[src/design/crpi_pkg.sv]
// Shared types and constants of the Catmull-Rom path interpolator.
// No dependencies; imported by every module of the block.
`timescale 1ns / 1ps

package crpi_pkg;

    // Register file: width of the rate register and of the APB address.
    localparam int RATE_W      = 17;
    localparam int RATE_RESET  = 4096;
    localparam int APB_ADDR_W  = 3;
    localparam int APB_DATA_W  = 32;

    // Register index as carried in paddr[2].
    localparam logic REG_STEP_RATE = 1'b0;

    // Results per segment are capped at this count (one slot is kept for the endpoint).
    localparam int MAX_RESULTS = 64;
    localparam int CNT_W       = 6;

    // Window depth and the fill count at which interpolation starts.
    localparam int WIN_DEPTH       = 4;
    localparam logic [2:0] HELD_FULL = 3'd4;

    typedef enum logic [2:0] {
        ST_IDLE,
        ST_CHECK,
        ST_CALC,
        ST_PUT,
        ST_END
    } state_t;

    typedef struct packed {
        logic busy;
        logic done;
    } blend_stat_t;

endpackage

[src/design/crpi_blend.sv]
// Shared multiply-accumulate unit that evaluates one Catmull-Rom sample.
// Depends on crpi_pkg; driven by the sequencer in the top level.
`timescale 1ns / 1ps

module crpi_blend
    import crpi_pkg::*;
#(
    parameter int COORD_WIDTH = 16,
    parameter int PHASE_BITS  = 16
)
(
    input  logic                          clk,
    input  logic                          rst_n,
    input  logic                          start,
    input  logic [PHASE_BITS-1:0]         phase,
    input  logic signed [COORD_WIDTH-1:0] win_x [WIN_DEPTH],
    input  logic signed [COORD_WIDTH-1:0] win_y [WIN_DEPTH],
    output blend_stat_t                   stat,
    output logic signed [COORD_WIDTH-1:0] smp_x,
    output logic signed [COORD_WIDTH-1:0] smp_y
);

    localparam int MAW = (COORD_WIDTH > PHASE_BITS + 1) ? COORD_WIDTH : PHASE_BITS + 1;
    localparam int WW  = PHASE_BITS + 4;
    localparam int PW  = MAW + WW;
    localparam int AW  = PW + 3;
    localparam int OP_W = 4;
    localparam logic [OP_W-1:0] OP_SQ    = OP_W'(0);
    localparam logic [OP_W-1:0] OP_CUBE  = OP_W'(1);
    localparam logic [OP_W-1:0] OP_WGT   = OP_W'(2);
    localparam logic [OP_W-1:0] OP_TERM0 = OP_W'(3);
    localparam logic [OP_W-1:0] OP_YACC0 = OP_W'(8);
    localparam logic [OP_W-1:0] OP_DONE  = OP_W'(12);
    localparam logic signed [WW-1:0] S_W = WW'(1) <<< PHASE_BITS;
    localparam logic signed [AW-1:0] S_A = AW'(1) <<< PHASE_BITS;
    localparam logic signed [AW-1:0] SAT_HI = AW'((64'(1) << (COORD_WIDTH - 1)) - 64'(1));
    localparam logic signed [AW-1:0] SAT_LO = ~SAT_HI;

    logic [OP_W-1:0]         op_reg;
    logic                    busy_reg;
    logic signed [PW-1:0]    prod_reg;
    logic [PHASE_BITS-1:0]   t2_reg;
    logic signed [WW-1:0]    w_reg [WIN_DEPTH];
    logic signed [AW-1:0]    acc_x_reg;
    logic signed [AW-1:0]    acc_y_reg;

    logic signed [MAW-1:0]   mul_a;
    logic signed [WW-1:0]    mul_b;
    logic [PHASE_BITS-1:0]   prod_hi;
    logic [2:0]              term;
    logic signed [COORD_WIDTH-1:0] coord;
    logic signed [WW-1:0]    st, st2, st3;
    logic signed [WW-1:0]    w_next [WIN_DEPTH];

    function automatic logic signed [COORD_WIDTH-1:0] sat_c(input logic signed [AW-1:0] v);
        logic signed [AW-1:0] sh;
        sh = v >>> (PHASE_BITS + 1);
        if (sh > SAT_HI)
            return SAT_HI[COORD_WIDTH-1:0];
        else if (sh < SAT_LO)
            return SAT_LO[COORD_WIDTH-1:0];
        else
            return sh[COORD_WIDTH-1:0];
    endfunction

    assign prod_hi = prod_reg[2*PHASE_BITS-1:PHASE_BITS];
    assign term    = 3'(op_reg - OP_TERM0);
    assign coord   = term[2] ? win_y[term[1:0]] : win_x[term[1:0]];

    // Weights are formed from t, t^2 and t^3 in the same fixed-point scale.
    always_comb
    begin
        st  = $signed({{(WW-PHASE_BITS){1'b0}}, phase});
        st2 = $signed({{(WW-PHASE_BITS){1'b0}}, t2_reg});
        st3 = $signed({{(WW-PHASE_BITS){1'b0}}, prod_hi});
        w_next[0] = -st3 + (st2 <<< 1) - st;
        w_next[1] = (st3 <<< 1) + st3 - (st2 <<< 2) - st2 + (S_W <<< 1);
        w_next[2] = -(st3 <<< 1) - st3 + (st2 <<< 2) + st;
        w_next[3] = st3 - st2;
    end

    always_comb
    begin
        mul_a = '0;
        mul_b = '0;
        if (op_reg == OP_SQ)
        begin
            mul_a = $signed({{(MAW-PHASE_BITS){1'b0}}, phase});
            mul_b = $signed({{(WW-PHASE_BITS){1'b0}}, phase});
        end
        else if (op_reg == OP_CUBE)
        begin
            mul_a = $signed({{(MAW-PHASE_BITS){1'b0}}, prod_hi});
            mul_b = $signed({{(WW-PHASE_BITS){1'b0}}, phase});
        end
        else if (op_reg >= OP_TERM0 && op_reg < OP_TERM0 + OP_W'(8))
        begin
            mul_a = MAW'(coord);
            mul_b = w_reg[term[1:0]];
        end
    end

    always_ff @(posedge clk or negedge rst_n)
    begin
        if (!rst_n)
        begin
            busy_reg <= 1'b0;
            op_reg   <= '0;
        end
        else if (start)
        begin
            busy_reg <= 1'b1;
            op_reg   <= OP_SQ;
        end
        else if (busy_reg)
        begin
            op_reg <= op_reg + OP_W'(1);
            if (op_reg == OP_DONE)
                busy_reg <= 1'b0;
        end
    end

    always_ff @(posedge clk)
    begin
        prod_reg <= mul_a * mul_b;
        if (busy_reg && op_reg == OP_CUBE)
            t2_reg <= prod_hi;
        if (busy_reg && op_reg == OP_WGT)
            w_reg <= w_next;
        if (busy_reg && op_reg == OP_TERM0)
        begin
            acc_x_reg <= S_A;
            acc_y_reg <= S_A;
        end
        else if (busy_reg && op_reg > OP_TERM0 && op_reg <= OP_YACC0 - OP_W'(1) + OP_W'(1)
                 && op_reg < OP_YACC0)
            acc_x_reg <= acc_x_reg + AW'(prod_reg);
        else if (busy_reg && op_reg >= OP_YACC0 && op_reg < OP_DONE)
            acc_y_reg <= acc_y_reg + AW'(prod_reg);
    end

    assign stat.busy = busy_reg;
    assign stat.done = busy_reg && (op_reg == OP_DONE);
    assign smp_x     = sat_c(acc_x_reg);
    assign smp_y     = sat_c(acc_y_reg);

endmodule

[src/design/catmull_rom_path_interpolator_unit.sv]
// Catmull-Rom path interpolator: top level with sequencer, point window and APB register.
// Depends on crpi_pkg and crpi_blend.
//
// Usage: control points enter on the s_axis channel, x in tdata[15:0], y in tdata[31:16]
// and the path-end mark on tlast. Interpolated samples leave on the m_axis channel in
// the same packing, with tlast marking the endpoint sample that closes a path.
// Once four points are held, every new point produces the samples of the middle
// segment of the window, spaced by the step_rate register (APB address 0).
// Each sample is made in turn: the sequencer starts the shared multiply-accumulate
// unit, which forms t^2, t^3, the weights and eight coordinate products and
// accumulates them, and the result is handed to the output register. A point
// produces up to 63 samples, plus the endpoint on a path-end point. The input
// is not ready while a point is in work. The output register holds a finished
// sample while the receiver stalls; the sequencer waits for it to drain, and a
// new point can be taken while the last sample of the previous one still waits there.
// Reset empties the window, sets step_rate to 4096 and the phase to the rate;
// no clearing pass is needed. step_rate is to be written by the user only while the
// block is idle; the block itself does not enforce it.
`timescale 1ns / 1ps

module catmull_rom_path_interpolator_unit
    import crpi_pkg::*;
#(
    parameter int COORD_WIDTH = 16,
    parameter int PHASE_BITS  = 16,
    localparam int TD_W = ((2 * COORD_WIDTH + 7) / 8) * 8
)
(
    input  logic                  clk,
    input  logic                  rst_n,
    // Input points.
    input  logic                  s_axis_tvalid,
    output logic                  s_axis_tready,
    input  logic [TD_W-1:0]       s_axis_tdata,   // point_x, point_y, zero fill
    input  logic                  s_axis_tlast,   // last_point
    // Interpolated samples.
    output logic                  m_axis_tvalid,
    input  logic                  m_axis_tready,
    output logic [TD_W-1:0]       m_axis_tdata,   // out_x, out_y, zero fill
    output logic                  m_axis_tlast,   // end_of_path
    // Register port.
    input  logic                  psel,
    input  logic                  penable,
    input  logic                  pwrite,
    input  logic [APB_ADDR_W-1:0] paddr,
    input  logic [APB_DATA_W-1:0] pwdata,
    output logic [APB_DATA_W-1:0] prdata,
    output logic                  pready
);

    localparam int CW = COORD_WIDTH;
    localparam int PB = PHASE_BITS;
    localparam logic [31:0] ONE32 = 32'(1) << PB;
    localparam int PHASE_RST = (RATE_RESET > (1 << PB)) ? (1 << PB) : RATE_RESET;

    state_t state_reg, state_next;

    logic signed [CW-1:0] win_x_reg [WIN_DEPTH];
    logic signed [CW-1:0] win_y_reg [WIN_DEPTH];
    logic [2:0]           held_reg;
    logic [PB:0]          phase_reg;
    logic [RATE_W-1:0]    rate_reg;
    logic [CNT_W-1:0]     cnt_reg;
    logic                 last_reg;
    logic                 end_newest_reg;
    logic                 out_valid_reg;
    logic signed [CW-1:0] out_x_reg;
    logic signed [CW-1:0] out_y_reg;
    logic                 out_end_reg;

    logic                 accept;
    logic [2:0]           held_next;
    logic                 loop_go;
    logic                 out_free;
    logic                 blend_start;
    logic                 put_sample;
    logic                 put_end;
    logic                 cfg_write;
    logic [PB:0]          eff_rate;
    logic signed [CW-1:0] px, py;
    blend_stat_t          bstat;
    logic signed [CW-1:0] smp_x, smp_y;

    // A rate above one segment per sample behaves as exactly one.
    function automatic logic [PB:0] eff_of(input logic [RATE_W-1:0] r);
        if (32'(r) > ONE32)
            return (PB+1)'(ONE32);
        else
            return (PB+1)'(r);
    endfunction

    assign px        = s_axis_tdata[CW-1:0];
    assign py        = s_axis_tdata[2*CW-1:CW];
    assign eff_rate  = eff_of(rate_reg);
    assign accept    = s_axis_tvalid && s_axis_tready;
    assign held_next = (held_reg == HELD_FULL) ? held_reg : held_reg + 3'd1;
    assign out_free  = !out_valid_reg || m_axis_tready;
    // Another sample is due while the phase is below one and the segment is not full.
    assign loop_go   = !phase_reg[PB] && (cnt_reg < CNT_W'(MAX_RESULTS - 1));
    assign cfg_write = psel && penable && pwrite && pready
                       && (paddr[APB_ADDR_W-1:2] == REG_STEP_RATE);

    // Next-state logic of the sequencer.
    always_comb
    begin
        state_next = state_reg;
        unique case (state_reg)
            ST_IDLE:
            begin
                if (accept)
                begin
                    if (held_next == HELD_FULL)
                        state_next = ST_CHECK;
                    else if (s_axis_tlast)
                        state_next = ST_END;
                end
            end
            ST_CHECK:
            begin
                if (loop_go)
                    state_next = ST_CALC;
                else if (last_reg)
                    state_next = ST_END;
                else
                    state_next = ST_IDLE;
            end
            ST_CALC:
            begin
                if (bstat.done)
                    state_next = ST_PUT;
            end
            ST_PUT:
            begin
                if (out_free)
                    state_next = ST_CHECK;
            end
            ST_END:
            begin
                if (out_free)
                    state_next = ST_IDLE;
            end
            default:
            begin
                state_next = ST_IDLE;
            end
        endcase
    end

    // Output decoding of the sequencer.
    always_comb
    begin
        s_axis_tready = 1'b0;
        blend_start   = 1'b0;
        put_sample    = 1'b0;
        put_end       = 1'b0;
        unique case (state_reg)
            ST_IDLE:  s_axis_tready = 1'b1;
            ST_CHECK: blend_start   = loop_go;
            ST_CALC:  ;
            ST_PUT:   put_sample    = out_free;
            ST_END:   put_end       = out_free;
            default:  ;
        endcase
    end

    always_ff @(posedge clk or negedge rst_n)
    begin
        if (!rst_n)
            state_reg <= ST_IDLE;
        else
            state_reg <= state_next;
    end

    always_ff @(posedge clk or negedge rst_n)
    begin
        if (!rst_n)
        begin
            for (int i = 0; i < WIN_DEPTH; i++)
            begin
                win_x_reg[i] <= '0;
                win_y_reg[i] <= '0;
            end
            held_reg       <= '0;
            phase_reg      <= (PB+1)'(PHASE_RST);
            rate_reg       <= RATE_W'(RATE_RESET);
            cnt_reg        <= '0;
            last_reg       <= 1'b0;
            end_newest_reg <= 1'b0;
            out_valid_reg  <= 1'b0;
        end
        else
        begin
            // A new sample or endpoint refills the output register in the same
            // cycle in which the receiver takes the old one.
            if (put_sample || put_end)
                out_valid_reg <= 1'b1;
            else if (out_valid_reg && m_axis_tready)
                out_valid_reg <= 1'b0;

            if (accept)
            begin
                for (int i = 0; i < WIN_DEPTH - 1; i++)
                begin
                    win_x_reg[i] <= win_x_reg[i+1];
                    win_y_reg[i] <= win_y_reg[i+1];
                end
                win_x_reg[WIN_DEPTH-1] <= px;
                win_y_reg[WIN_DEPTH-1] <= py;
                held_reg       <= held_next;
                last_reg       <= s_axis_tlast;
                end_newest_reg <= (held_next != HELD_FULL);
                cnt_reg        <= '0;
            end

            // Segment finished: carry the phase over, or drop it when the cap was hit.
            if (state_reg == ST_CHECK && !loop_go)
                phase_reg <= phase_reg[PB] ? {1'b0, phase_reg[PB-1:0]} : '0;

            if (put_sample)
            begin
                phase_reg     <= phase_reg + eff_rate;
                cnt_reg       <= cnt_reg + CNT_W'(1);
            end

            if (put_end)
            begin
                for (int i = 0; i < WIN_DEPTH; i++)
                begin
                    win_x_reg[i] <= '0;
                    win_y_reg[i] <= '0;
                end
                held_reg  <= '0;
                phase_reg <= eff_rate;
            end

            if (cfg_write)
            begin
                rate_reg <= pwdata[RATE_W-1:0];
                if (held_reg == '0)
                    phase_reg <= eff_of(pwdata[RATE_W-1:0]);
            end
        end
    end

    // Output payload register.
    always_ff @(posedge clk)
    begin
        if (put_sample)
        begin
            out_x_reg   <= smp_x;
            out_y_reg   <= smp_y;
            out_end_reg <= 1'b0;
        end
        else if (put_end)
        begin
            out_x_reg   <= end_newest_reg ? win_x_reg[3] : win_x_reg[2];
            out_y_reg   <= end_newest_reg ? win_y_reg[3] : win_y_reg[2];
            out_end_reg <= 1'b1;
        end
    end

    crpi_blend #(
        .COORD_WIDTH (COORD_WIDTH),
        .PHASE_BITS  (PHASE_BITS)
    ) u_blend (
        .clk   (clk),
        .rst_n (rst_n),
        .start (blend_start),
        .phase (phase_reg[PB-1:0]),
        .win_x (win_x_reg),
        .win_y (win_y_reg),
        .stat  (bstat),
        .smp_x (smp_x),
        .smp_y (smp_y)
    );

    assign m_axis_tvalid = out_valid_reg;
    assign m_axis_tdata  = TD_W'({out_y_reg, out_x_reg});
    assign m_axis_tlast  = out_end_reg;

    assign pready = 1'b1;
    assign prdata = (paddr[APB_ADDR_W-1:2] == REG_STEP_RATE) ? APB_DATA_W'(rate_reg) : '0;

endmodule

[config.mk]
export PLATFORM = sky130hd
export DESIGN_NAME = catmull_rom_path_interpolator_unit
export DESIGN_NICKNAME = d
export VERILOG_FILES = /design/src/design/crpi_pkg.sv /design/src/design/crpi_blend.sv /design/src/design/catmull_rom_path_interpolator_unit.sv
export SDC_FILE = /design/constraint.sdc
export NUM_CORES = 2
export LEC_CHECK = 0
export ABC_CLOCK_PERIOD_IN_PS = 11600
export BUFFER_PORTS_ARGS = -buffer_cell sky130_fd_sc_hd__buf_2
export CORE_ASPECT_RATIO = 0.5
export CORE_MARGIN = 1.5
export CORE_UTILIZATION = 39
export CTS_BUF_LIST = sky130_fd_sc_hd__clkbuf_16
export CTS_CLUSTER_SIZE = 8
export DETAILED_ROUTE_END_ITERATION = 7
export MAX_ROUTING_LAYER = met4
export PLACE_DENSITY_LB_ADDON = 0.08
export SKIP_CTS_REPAIR_TIMING = 1
export SKIP_LAST_GASP = 1
export SLEW_MARGIN = 20
export SYNTH_ARGS = -nofsm -noshare
export SYNTH_HDL_FRONTEND = slang
export SYNTH_HIERARCHICAL = 1
export SYNTH_SLANG_ARGS = --single-unit
[constraint.sdc]
create_clock -name clk -period 11.6 [get_ports clk]
set_input_delay 1.16 -clock clk [delete_from_list [all_inputs] [get_ports clk]]
set_output_delay 1.16 -clock clk [all_outputs]
set_load 0.01 [all_outputs]
Word-level counts from Yosys, hierarchy flattened
Cells that the tools add are included.
W data, S select, Z words.
- memories kept: 0
- memory bits (read-only): 0
- bits in latches: 0
- input port bits: 75
- RAM bits: 0
- word-level logic and storage cells: 179
- output and inout bits: 68
- bits in registers: 428
- shifts and indexed selects: 0
- multiply operators: 1
- magnitude comparators: 15
- reduce and logical (&&, ||, !) cells: 32
- equal/unequal tests: 16
- $add $sub $neg: 19
- bitwise operators: 3
- multiplexer cells: 64
- div/mod/pow operators: 0
- operators by type and width (cell ; number):
    $mux W16 ; 16
    $mux W64 ; 4
    $mux W17 ; 11
    $mux W20 ; 5
    $add A40 B37 Y40 ; 2
    $bmux W16 S2 ; 2
    $sub A20 B17 Y20 ; 3
    $gt A23 B16 Y1 const B ; 2
    $lt A23 B16 Y1 const B ; 2
    $bmux W20 S2 ; 1
    $mul A17 B20 Y37 ; 1
    $gt A17 B17 Y1 const B ; 2
    $mux W3 ; 11
    $add A20 B17 Y20 ; 1
    $add A20 B18 Y20 ; 1
    $add A20 B19 Y20 ; 1
    $add A20 B19 Y20 const B ; 1
    $neg A16 Y20 ; 1
    $neg A17 Y20 ; 1
    $sub A20 B19 Y20 ; 1
    $add A17 B16 Y18 ; 1
    $add A17 B17 Y17 ; 1
    $logic_and A1 B1 Y1 ; 17
    $sub A16 B16 Y17 ; 1
    32 further kinds ; 61

Longest topological paths before layout
- word-level depth: 10
- gate-level depth with buffers: 38
- depth with buffers taken out: 30

Hierarchy
Netlist, hierarchy kept.
- by module, submodules not included (module ; cells an instance ; area each (um^2) ; times used ; sequential area each (um^2)):
    crpi_blend ; 3206 ; 30021.3 ; 1 ; 5230.0
    catmull_rom_path_interpolator_unit ; 832 ; 9760.6 ; 1 ; 5412.7

Worst setup path after synthesis
No wires, ideal clock.
- path type: register to register
- start: reg u_blend.op_reg[0]
- end: reg u_blend.prod_reg[35]
- data required time: 11.528 ns
- setup time: 0.072 ns
- data arrival time: 8.903 ns
- period minus slack after synthesis: 8.976 ns
- buffers on the path: 8
- stages on the path, launching flop included: 37
- path slack: 2.624 ns
- cell sequence: dfrtp_1 -> buf_4 -> buf_6 -> buf_2 -> buf_4 -> inv_1 -> ha_1 -> clkbuf_1 -> clkbuf_1 -> mux4_2 -> mux2_2 -> a221o_1 -> o21ai_2 -> buf_2 -> nor2_1 -> fa_1 -> inv_1 -> fa_1 -> fa_1 -> inv_1 -> fa_1 -> fa_1 -> inv_1 -> fa_1 -> inv_1 -> ha_1 -> clkbuf_1 -> o211a_1 -> and3_1 -> a22oi_1 -> nand2_1 -> o21ai_1 -> nand2b_1 -> a31oi_1 -> a221o_1 -> a21oi_1 -> xnor2_1
- cells in the longest elaborated chain, start to end: 10
- elaborated cells between the ends (all ways): 24
- those cells by class: add/sub: 1; mul: 1; order compare: 2; eq/ne: 1; mux: 16; bitwise: 1; reduce/logical: 2
- ends and longest elaborated chain (element ; RTL line ; RTL):
    start: declaration ; crpi_blend.sv:39 ; logic [OP_W-1:0] op_reg;
    start signal: assignment ; crpi_blend.sv:117 ; op_reg <= op_reg + OP_W'(1);
    $sub A3 B2 Y3 ; crpi_blend.sv:67 ; assign term = 3'(op_reg - OP_TERM0);
    $not A2 Y3 (implied by the code) ; crpi_blend.sv:68, crpi_blend.sv:99 ;
    $bmux W16 S2 ; crpi_blend.sv:68 ; assign coord = term[2] ? win_y[term[1:0]] : win_x[term[1:0]];
    $mux W16 (implied by the code) (2 in series) ; crpi_blend.sv:68 ;
    $mux W16 ; crpi_blend.sv:68 ;
    $mux W17 ; crpi_blend.sv:96 ; else if (op_reg >= OP_TERM0 && op_reg < OP_TERM0 + OP_W'(8))
    $mux W17 ; crpi_blend.sv:91 ; else if (op_reg == OP_CUBE)
    $mux W17 ; crpi_blend.sv:86 ; if (op_reg == OP_SQ)
    $mul A17 B20 Y37 * ; crpi_blend.sv:125 ; prod_reg <= mul_a * mul_b;
    end signal: assignment ; crpi_blend.sv:125 ;
    end: declaration ; crpi_blend.sv:41 ; logic signed [PW-1:0] prod_reg;
Every way passes the cells marked *; elsewhere a longest branch is shown, timed or not. The select of a mux whose other input is x is not followed.
A chain may end at the register's enable or synchronous reset.

Worst setup path after layout
- start: reg u_blend.op_reg[0]
- end: reg u_blend.prod_reg[36]
The elaborated chain is that of the path after synthesis.

==> impl_metrics.json <==
{
  "status": "complete, no violations",
  "ff2ff_setup_slack_ns": 1.74,
  "final_cell_area_mm2": 0.0435,
  "criticalPathCategory": "flop to flop",
  "crit_path_end_kind": "flop",
  "rsz0062_at_grt": "false",
  "fill_cells": 9727,
  "avgRoutedWirePerCell_um": 21.4,
  "max-slew-margin-rel_pct": 27.0,
  "drive_gt1_share_pct": 9.89,
  "placed_area_mm2": 0.0418,
  "worst_pin_slew_ns": 1.09,
  "startpoint_type": "flop",
  "min_period_over_period_pct": 85.0,
  "clkTransAtPathRegs_ns": 0.06,
  "crit_end": "u_blend/prod_reg[36]",
  "insertion_delay_ns": 0.68,
  "r2r_cells": 28,
  "grt_max_degree": 117,
  "cts_buffer_depth": 3,
  "maxSlewViolCount": 0,
  "routed-via-count": 29800,
  "critical_path.n_buffers_inverters": 5,
  "core_area_mm2": 0.101,
  "nets": 4903,
  "cp_data_required_time_ns": 12.20,
  "detail-route-antenna-nets": 0,
  "largest_reg_flops": 76,
  "syn_inst": 4037,
  "viasPerCell": 5.42,
  "max_freq_mhz": 101,
  "worst_path_dominant_cell_family": "adder cells",
  "stdcell_count": 5511,
  "overflow": 0,
  "postSynthAreaPerCell_um2": 9.85,
  "grt_pass1_vias": 30200,
  "synth_area_mm2": 0.0398,
  "antenna_found_initial": 12,
  "htreeDepth": 2,
  "grt_pass1_wl_mm": 184,
  "cts_made_buffers": 59,
  "die_y_um": 229,
  "r2r-end": "u_blend/prod_reg[36]",
  "io-pin-count": 143,
  "crit_fanout": 27,
  "hold_start": "u_blend/acc_y_reg[13]",
  "routed_wirelength_mm": 118,
  "min_path_type": "flop to flop",
  "yosysWarnings": 6,
  "finalSetupViolCount": 0,
  "pre_cts_ws_ns": 1.81,
  "drt_iter0_markers": 2446,
  "die_area_mm2": 0.104,
  "place_congestion": 0.880,
  "grt_use_total_pct": 23.8,
  "cts_root_buf": "clkbuf_16",
  "dr.pass1.iters": 7,
  "path_depth": 28,
  "die_w_um": 455,
  "clkSinkCount": 424,
  "start_util_pct": 39.5,
  "tns_ns": 0,
  "r2r_start": "u_blend/op_reg[0]",
  "hold_viol_final": 0,
  "period_needed_ns": 9.86,
  "multi_input_area_mm2": 0.0266,
  "drc": 0,
  "max-cap-violations": 0,
  "critPathMostFrequentCell": "fa_1",
  "cpPeakStageDelay_ns": 0.91,
  "rows": 82,
  "slowest_stage": "ha_2",
  "dp.cells": 5406,
  "startpoint": "u_blend/op_reg[0]",
  "critPathArrivalTime_ns": 10.47,
  "seq_area_mm2": 0.0106,
  "layout.cells.most_common_list": "inv_1 (527), fa_1 (407), nor2_1 (335)",
  "syn_to_final_growth_pct": 9.43,
  "skew_ns": 0.0750,
  "hpwl_mm": 90.9,
  "cts_tree": "done",
  "portBuffers": 109,
  "worst_slack_ns": 1.74,
  "layout_commonest_cell": "inv_1"
}
-- layer usage --
layer / routed length [um] / global-route usage (%)
met4: 2250 / 4.54
met2: 51100 / 35.0
met3: 7810 / 4.19
met5: 0 / -
met1: 56600 / 34.5
-- area by class of cell --
class | instances | area share [%]
flip-flops and latches | 424 | 24.5
clock inverters | 45 | 0.500
multi-input cells | 2973 | 61.1
clock buffers | 59 | 3.39
repair buffers | 178 | 2.46
inverters | 487 | 4.20
well taps | 1344 | 3.86
diodes | 1 | 0.00575
-- through the flow --
stage / hold slack [ns] / utilization (%)
final: 0.453 / 43.2
after global routing: 0.476 / 43.2
after CTS: 0.456 / 43.2
after detailed placement: 0.449 / 41.5
after global placement: 0.442 / 41.5
after floorplan: 0.436 / -
-- worst min-delay path by stage --
stage / endpoint / depth (start not counted)
finish: u_blend/acc_y_reg[13] / 2
CTS: u_blend/acc_y_reg[13] / 2
global placement: u_blend/acc_y_reg[6] / 2
detailed placement: u_blend/acc_y_reg[14] / 2
floorplan: u_blend/acc_x_reg[10] / 2
global route: u_blend/acc_x_reg[3] / 2
-- worst reg2reg max path: cells and delay by family, from the launching register on --
kind,cells,cell delay (ns)
adder cells (fa/ha/maj),8,4.13
XOR/XNOR,1,0.13
multiplexers,2,0.67
AO/OA/AOI/OAI,9,2.82
AND/OR/NAND/NOR,3,0.65
flip-flops,1,0.76
buffers and inverters,5,0.63
Power is not shown: default switching activity piles up to over one toggle a cycle in this logic, so the estimate is an artifact.
